--- config.mk ---
export PLATFORM = sky130hd
export DESIGN_NAME = pcm_format_rate_converter
export DESIGN_NICKNAME = d
export VERILOG_FILES = /design/src/rtl/pfrc_pkg.sv /design/src/rtl/pfrc_divider.sv /design/src/rtl/pcm_format_rate_converter.sv
export SDC_FILE = /design/constraint.sdc
export NUM_CORES = 2
export LEC_CHECK = 0
export ABC_AREA = 1
export BUFFER_PORTS_ARGS = -buffer_cell sky130_fd_sc_hd__buf_2
export CAP_MARGIN = 20
export CELL_PAD_IN_SITES_DETAIL_PLACEMENT = 1
export CELL_PAD_IN_SITES_GLOBAL_PLACEMENT = 2
export CORE_UTILIZATION = 36
export DETAILED_ROUTE_END_ITERATION = 16
export PLACE_DENSITY = 0.74
export SLEW_MARGIN = 10
export SYNTH_ARGS = -nofsm -noshare
export SYNTH_HDL_FRONTEND = slang
export SYNTH_SLANG_ARGS = --single-unit
--- constraint.sdc ---
create_clock -name clk -period 6 [get_ports clk]
set_input_delay 0.6 -clock clk [delete_from_list [all_inputs] [get_ports clk]]
set_output_delay 0.6 -clock clk [all_outputs]
set_load 0.02 [all_outputs]
--- src/rtl/pfrc_pkg.sv ---
// ----------------------------------------------------------------------------
// pfrc_pkg
// Shared types, register indexes and sample coding for the PCM format and
// rate converter.
// ----------------------------------------------------------------------------
package pfrc_pkg;

    localparam int RATE_W   = 18;
    localparam int SAMPLE_W = 16;
    localparam int INDEX_W  = 32;
    localparam int ADDR_W   = 3;

    localparam logic [ADDR_W-1:0] CFG_SRC_IS_16BIT  = 3'd0;
    localparam logic [ADDR_W-1:0] CFG_DST_IS_16BIT  = 3'd1;
    localparam logic [ADDR_W-1:0] CFG_SRC_IS_STEREO = 3'd2;
    localparam logic [ADDR_W-1:0] CFG_DST_IS_STEREO = 3'd3;
    localparam logic [ADDR_W-1:0] CFG_SRC_RATE      = 3'd4;
    localparam logic [ADDR_W-1:0] CFG_DST_RATE      = 3'd5;

    localparam logic [RATE_W-1:0] RATE_RESET = 18'd44100;

    typedef logic [SAMPLE_W-1:0] sample_t;

    // Divider handshake status
    typedef struct packed {
        logic busy;
        logic done;
    } div_status_t;

    // Raw source sample to destination coding. Offset binary and two's
    // complement differ only in the top bit, so width changes reduce to
    // byte moves with that bit flipped.
    function automatic sample_t convert_sample(input sample_t raw,
                                               input logic src16,
                                               input logic dst16);
        sample_t res;
        unique case ({src16, dst16})
            2'b11:   res = raw;
            2'b10:   res = {8'h00, raw[15] ^ 1'b1, raw[14:8]};
            2'b01:   res = {raw[7] ^ 1'b1, raw[6:0], 8'h00};
            default: res = {8'h00, raw[7:0]};
        endcase
        return res;
    endfunction

endpackage

--- src/rtl/pfrc_divider.sv ---
// ----------------------------------------------------------------------------
// pfrc_divider
// Radix-2 restoring divider: one shared subtractor, one quotient bit a cycle.
// ----------------------------------------------------------------------------
module pfrc_divider #(
    parameter int NUM_W = 50,
    parameter int DEN_W = 18
) (
    input  logic                 clk,
    input  logic                 rst_n,
    input  logic                 start,
    input  logic [NUM_W-1:0]     dividend,
    input  logic [DEN_W-1:0]     divisor,
    output logic [NUM_W-1:0]     quotient,
    output pfrc_pkg::div_status_t stat
);
    import pfrc_pkg::*;

    localparam int CW = $clog2(NUM_W + 1);

    logic [DEN_W-1:0] rem_reg, rem_next;
    logic [DEN_W-1:0] den_reg, den_next;
    logic [NUM_W-1:0] quo_reg, quo_next;
    logic [CW-1:0]    cnt_reg, cnt_next;
    logic             done_reg, done_next;
    logic [DEN_W:0]   trial;

    assign trial = {rem_reg, quo_reg[NUM_W-1]} - {1'b0, den_reg};

    always_comb
    begin
        rem_next  = rem_reg;
        den_next  = den_reg;
        quo_next  = quo_reg;
        cnt_next  = cnt_reg;
        done_next = done_reg;
        if (start)
        begin
            rem_next  = '0;
            den_next  = divisor;
            quo_next  = dividend;
            cnt_next  = CW'(NUM_W);
            done_next = 1'b0;
        end
        else if (cnt_reg != '0)
        begin
            if (!trial[DEN_W])
            begin
                rem_next = trial[DEN_W-1:0];
                quo_next = {quo_reg[NUM_W-2:0], 1'b1};
            end
            else
            begin
                rem_next = {rem_reg[DEN_W-2:0], quo_reg[NUM_W-1]};
                quo_next = {quo_reg[NUM_W-2:0], 1'b0};
            end
            cnt_next = cnt_reg - 1'b1;
            if (cnt_reg == CW'(1))
            begin
                done_next = 1'b1;
            end
        end
    end

    always_ff @(posedge clk or negedge rst_n)
    begin
        if (!rst_n)
        begin
            cnt_reg  <= '0;
            done_reg <= 1'b0;
        end
        else
        begin
            cnt_reg  <= cnt_next;
            done_reg <= done_next;
        end
    end

    always_ff @(posedge clk)
    begin
        rem_reg <= rem_next;
        den_reg <= den_next;
        quo_reg <= quo_next;
    end

    assign quotient  = quo_reg;
    assign stat.busy = (cnt_reg != '0);
    assign stat.done = done_reg;

endmodule

--- src/rtl/pcm_format_rate_converter.sv ---
// ----------------------------------------------------------------------------
// pcm_format_rate_converter
// Converts PCM frames between sample widths and channel counts and tags each
// frame with its destination frame index, rounded down.
// ----------------------------------------------------------------------------
// Usage:
//   Input stream (s_t*): one source frame per item, left sample in
//   s_tdata[15:0], right sample in s_tdata[31:16], s_tlast on the final frame
//   of a buffer. The frame counter restarts after an item with s_tlast.
//   Output stream (m_t*): one result per item: destination index, converted
//   left and right samples in m_tdata, right_valid in m_tuser, end of buffer
//   in m_tlast.
//   Configuration: cfg_we writes cfg_wdata to register cfg_addr (0 source
//   16-bit, 1 destination 16-bit, 2 source stereo, 3 destination stereo,
//   4 source rate, 5 destination rate); write only while the block is idle.
//   Sequence: each item passes through the MUL, LOAD and DIV states, where
//   the one-bit-a-cycle divider forms index * dst_rate / src_rate. s_tready
//   is high only between items, so a new item is not taken until the previous
//   one has been moved to the output register.
//   A new item may be accepted while the previous result still waits in the
//   output register; a stalled receiver holds the result and the block waits
//   at the end of the next division. Reset clears the frame counter, empties
//   the output register and loads the register defaults (16-bit stereo on
//   both sides, 44100 samples per second).
// ----------------------------------------------------------------------------
module pcm_format_rate_converter #(
    parameter int FRAME_INDEX_BITS = 32
) (
    input  logic                        clk,
    input  logic                        rst_n,
    input  logic                        s_tvalid,
    output logic                        s_tready,
    input  logic [31:0]                 s_tdata,   // left_in, right_in
    input  logic                        s_tlast,
    output logic                        m_tvalid,
    input  logic                        m_tready,
    output logic [63:0]                 m_tdata,   // dest_index, left_out, right_out
    output logic                        m_tuser,   // right_valid
    output logic                        m_tlast,
    input  logic                        cfg_we,
    input  logic [pfrc_pkg::ADDR_W-1:0] cfg_addr,
    input  logic [pfrc_pkg::RATE_W-1:0] cfg_wdata
);
    import pfrc_pkg::*;

    localparam int PROD_W = FRAME_INDEX_BITS + RATE_W;

    localparam logic [1:0] ST_IDLE = 2'd0;
    localparam logic [1:0] ST_MUL  = 2'd1;
    localparam logic [1:0] ST_LOAD = 2'd2;
    localparam logic [1:0] ST_DIV  = 2'd3;

    logic                        src16_reg, dst16_reg, srcst_reg, dstst_reg;
    logic [RATE_W-1:0]           src_rate_reg, dst_rate_reg;
    logic [1:0]                  state_reg, state_next;
    logic [FRAME_INDEX_BITS-1:0] count_reg, count_next;
    logic [FRAME_INDEX_BITS-1:0] idx_reg;
    logic [PROD_W-1:0]           prod_reg;
    sample_t                     left_reg, right_reg;
    logic                        rvalid_reg, last_reg;
    logic                        out_valid_reg, out_valid_next;
    logic [INDEX_W-1:0]          out_index_reg;
    sample_t                     out_left_reg, out_right_reg;
    logic                        out_rvalid_reg, out_last_reg;
    logic                        accept, load_out, div_start;
    sample_t                     conv_left, conv_right;
    logic [PROD_W-1:0]           quotient;
    div_status_t                 div_st;

    assign s_tready  = (state_reg == ST_IDLE);
    assign accept    = s_tvalid && s_tready;
    assign div_start = (state_reg == ST_LOAD);
    assign load_out  = (state_reg == ST_DIV) && div_st.done && (!out_valid_reg || m_tready);

    assign conv_left  = convert_sample(s_tdata[15:0], src16_reg, dst16_reg);
    assign conv_right = srcst_reg ? convert_sample(s_tdata[31:16], src16_reg, dst16_reg)
                                  : conv_left;

    // Configuration registers
    always_ff @(posedge clk or negedge rst_n)
    begin
        if (!rst_n)
        begin
            src16_reg    <= 1'b1;
            dst16_reg    <= 1'b1;
            srcst_reg    <= 1'b1;
            dstst_reg    <= 1'b1;
            src_rate_reg <= RATE_RESET;
            dst_rate_reg <= RATE_RESET;
        end
        else if (cfg_we)
        begin
            unique case (cfg_addr)
                CFG_SRC_IS_16BIT:  src16_reg    <= cfg_wdata[0];
                CFG_DST_IS_16BIT:  dst16_reg    <= cfg_wdata[0];
                CFG_SRC_IS_STEREO: srcst_reg    <= cfg_wdata[0];
                CFG_DST_IS_STEREO: dstst_reg    <= cfg_wdata[0];
                CFG_SRC_RATE:      src_rate_reg <= cfg_wdata;
                CFG_DST_RATE:      dst_rate_reg <= cfg_wdata;
                default:           ;
            endcase
        end
    end

    // Sequencer
    always_comb
    begin
        state_next = state_reg;
        unique case (state_reg)
            ST_IDLE: if (accept) state_next = ST_MUL;
            ST_MUL:  state_next = ST_LOAD;
            ST_LOAD: state_next = ST_DIV;
            ST_DIV:  if (load_out) state_next = ST_IDLE;
            default: state_next = ST_IDLE;
        endcase
    end

    always_comb
    begin
        count_next = count_reg;
        if (accept)
        begin
            count_next = s_tlast ? '0 : count_reg + 1'b1;
        end
        out_valid_next = out_valid_reg;
        if (m_tvalid && m_tready)
        begin
            out_valid_next = 1'b0;
        end
        if (load_out)
        begin
            out_valid_next = 1'b1;
        end
    end

    always_ff @(posedge clk or negedge rst_n)
    begin
        if (!rst_n)
        begin
            state_reg     <= ST_IDLE;
            count_reg     <= '0;
            out_valid_reg <= 1'b0;
        end
        else
        begin
            state_reg     <= state_next;
            count_reg     <= count_next;
            out_valid_reg <= out_valid_next;
        end
    end

    // Item payload, product and result holding
    always_ff @(posedge clk)
    begin
        if (accept)
        begin
            idx_reg    <= count_reg;
            left_reg   <= conv_left;
            right_reg  <= dstst_reg ? conv_right : '0;
            rvalid_reg <= dstst_reg;
            last_reg   <= s_tlast;
        end
        if (state_reg == ST_MUL)
        begin
            prod_reg <= PROD_W'(idx_reg) * PROD_W'(dst_rate_reg);
        end
        if (load_out)
        begin
            out_index_reg  <= (src_rate_reg == '0) ? '0 : quotient[INDEX_W-1:0];
            out_left_reg   <= left_reg;
            out_right_reg  <= right_reg;
            out_rvalid_reg <= rvalid_reg;
            out_last_reg   <= last_reg;
        end
    end

    pfrc_divider #(
        .NUM_W (PROD_W),
        .DEN_W (RATE_W)
    ) u_div (
        .clk      (clk),
        .rst_n    (rst_n),
        .start    (div_start),
        .dividend (prod_reg),
        .divisor  (src_rate_reg),
        .quotient (quotient),
        .stat     (div_st)
    );

    assign m_tvalid = out_valid_reg;
    assign m_tdata  = {out_right_reg, out_left_reg, out_index_reg};
    assign m_tuser  = out_rvalid_reg;
    assign m_tlast  = out_last_reg;

endmodule

==> flow_summary_export.csv <==
group,metric,value,unit
run_status,outcome,"completed",
sta,fmax,170.4,MHz
floorplan,fp.coreArea,94870,um^2
grt,grt_max_degree,83,
route,drtIter0Drc,1190,
finish,n_antenna_cell,0,
worst_setup_path,rr_worst_depth,21,
synthesis,avgSynthCellArea,8.451,um^2
worst_setup_path,critPathMaxFanout,12,
finish,layout-drive-gt1-share,13.62,%
floorplan,fp.dieW,311.3,um
sta,hold_viol_final,0,
route,firstDrtPassIters,5,
worst_hold_path,holdPathStages,1,
floorplan,io_pins,127,
clock_network,insertion_delay,600,ps
finish,nets,4976,
grt,grt_pass1_wl,164200,um
clock_network,clock_path_buffers,3,
floorplan,die_area,96880,um^2
grt,grt.overflow.total,0,
grt,antenna_found_initial,0,
sta,setup_violations,0,
worst_setup_path,crit_path_start_kind,"flop",
run,drv.max_cap_violation_count,0,
worst_setup_path,worst_ep_required_time,6350,ps
worst_setup_path,critPathBufInv,6,
clock_network,cts_sinks,350,
worst_setup_path,cp_top_family,"adder cells",
finish,final.fill_count,11210,
grt,use_met2,37.32,%
clock_network,clk_pin_slew,60,ps
sta,min_period,5868,ps
route,ant_nets,0,
grt,top_usage_layer,"met2",
clock_network,cts_max_level,2,
route,wire_per_inst,18.37,um
finish,area_growth,16.28,%
route,drc,0,
synthesis,synth_nets,4763,
worst_setup_path,crit_type,"flop to flop",
placed_design,hpwl,82040,um
clock_network,cts_made_buffers,45,
route,num_vias,26520,
sta,finalClockSkew,34.87,ps
worst_setup_path,endpoint_kind,"flop",
placed_design,place_congestion,0.8634,
finish,multi_input_area,20400,um^2
sta,slew_headroom,37.62,%
sta,post-route-period-util,97.80,%
worst_setup_path,cp_slowest_cell,"dfstp_2",
clock_network,ctsRootBufferMaster,"clkbuf_16",
grt,grt_pass1_vias,29160,
synthesis,seq_area_frac_synth,28.87,%
worst_setup_path,worst_path_most_repeated_cell,"fa_1",
grt,grt_use_met1,29.84,%
floorplan,start_util,36.29,%
route,routed_via_density,4.746,
finish,regArea,9940,um^2
finish,mostFrequentLayoutCells,"nand2_1, inv_1, fa_1",
synthesis,synth.yosys.warnings,0,
synthesis,ys_seq_elements,350,
floorplan,std_cell_rows,113,
worst_setup_path,arrival,6220,ps
grt,grt_use_met3,1.963,%
synthesis,synth_edf_count,250,
clock_network,cts_tree,"done",
worst_setup_path,crit_cells,21,
worst_setup_path,worstPathCellList,"buf_12 -> clkbuf_16 -> nand2_1 -> fa_1 -> inv_1 -> fa_1 -> fa_1 -> fa_1 -> fa_1 -> inv_1 -> fa_1 -> inv_1 -> ha_2 -> nand2_1 -> nor2_1 -> inv_2 -> nor2_1 -> and2_1 -> nand4_1 -> nand4_1 -> nand2_1",
route,wirelength,102700,um
sta,slew_violations,0,
synthesis,synthArstFlopShare,23.43,%
synthesis,synth_cells,4074,
synthesis,synthesis.area,34430,um^2
placed_design,port_buffers,126,
finish,final_common_cell,"nand2_1",
grt,grt_util_all_layers,21.60,%
finish,fin_util,42.20,%
sta,rsz0062_at_grt,"true",
floorplan,die_h,311.3,um
worst_hold_path,hp-class,"input port to flop",
sta,worst_slew_pin_slew,935.7,ps
synthesis,synthDistinctLibCells,57,
synthesis,ys_dominant_reg_cell,"edfxtp_1",
worst_setup_path,slowest_delay,580,ps
==> through the flow <==
step / instance area [um^2] / std cells / setup slack, ps / hold WS [ps] / setup TNS [ps]
after CTS: 39360 / 5580 / 15.87 / 232.3 / 0
final: 40040 / 5588 / 132.3 / 259.4 / 0
after floorplan: 34430 / 4074 / 352.2 / 304.4 / 0
after global placement: 37770 / 5483 / -100.4 / 400.2 / -609.6
after global routing: 40040 / 5588 / -53.59 / 242.3 / -330.7
after detailed placement: 37770 / 5483 / -164.1 / 405.6 / -994.5
==> area by class of cell <==
type                            instances  area share (%)
Clock buffer                           60           2.953
Clock inverter                         23          0.5625
Inverter                             1053           9.872
Multi-Input combinational cell       2496           50.95
Sequential cell                       350           24.83
Tap cell                             1265           3.953
Timing Repair Buffer                  341           6.885
==> synth_stat cells, types with 32 or more instances <==
cell	instances	area, um^2
fa_1	481	9629
nor3_1	34	170.2
edfxtp_1	250	7507
nor2_1	203	762.0
nand4_1	32	200.2
nand3_1	121	605.6
ha_1	149	1864
clkbuf_1	147	551.8
inv_1	1050	3941
a21oi_1	94	470.5
dfrtp_1	66	1652
o21ai_0	139	695.7
nand2_1	1077	4043
xor2_1	32	280.3
==> metal layers <==
layer  vias to the layer above  wire (um)
li1                      12540          -
met1                     13510      47490
met2                       373      49880
met3                        97       3681
met4                         0       1621
met5                         -          0
==> kinds of logic after synthesis <==
kind of cell	share of synthesized area, %
flip-flops	28.87
buffers and inverters	13.51
AO/OA/AOI/OAI	4.884
XOR/XNOR	1.043
AND/OR/NAND/NOR	18.31
adder cells (fa/ha/maj)	33.38
==> worst reg2reg max path: stages, from the launching register on <==
cell and delay (ps):
dfstp_2 580, buf_12 120, clkbuf_16 180, nand2_1 90, fa_1 510, inv_1 60
fa_1 580, fa_1 450, fa_1 470, fa_1 490, inv_1 50, fa_1 560
inv_1 70, ha_2 370, nand2_1 110, nor2_1 170, inv_2 100, nor2_1 140
and2_1 170, nand4_1 140, nand4_1 130, nand2_1 80
==> timing repair <==
item,4_1_cts,5_1_grt
pin swaps,0,20
setup buffers,13,3
endpoints found under the setup margin,14,33
hold endpoints to repair,23,0
gates resized for setup,4,152
hold buffers,1,0
cloned,0,2
==> worst paths after layout <==
kind                       slack [ps]                to        startpoint
max in group asynchronous        4310     count_reg[23]             rst_n
hold / removal                    260          last_reg           s_tlast
setup / recovery                  130      prod_reg[42]  dst_rate_reg[13]
setup reg to reg                  130      prod_reg[42]  dst_rate_reg[13]
hold reg to reg                   420  out_right_reg[7]      right_reg[7]
min in group asynchronous         540      state_reg[0]             rst_n
Power is left out: the tool's default activity adds up to more than one toggle a clock period on the data nets, which glitch-free logic cannot reach.
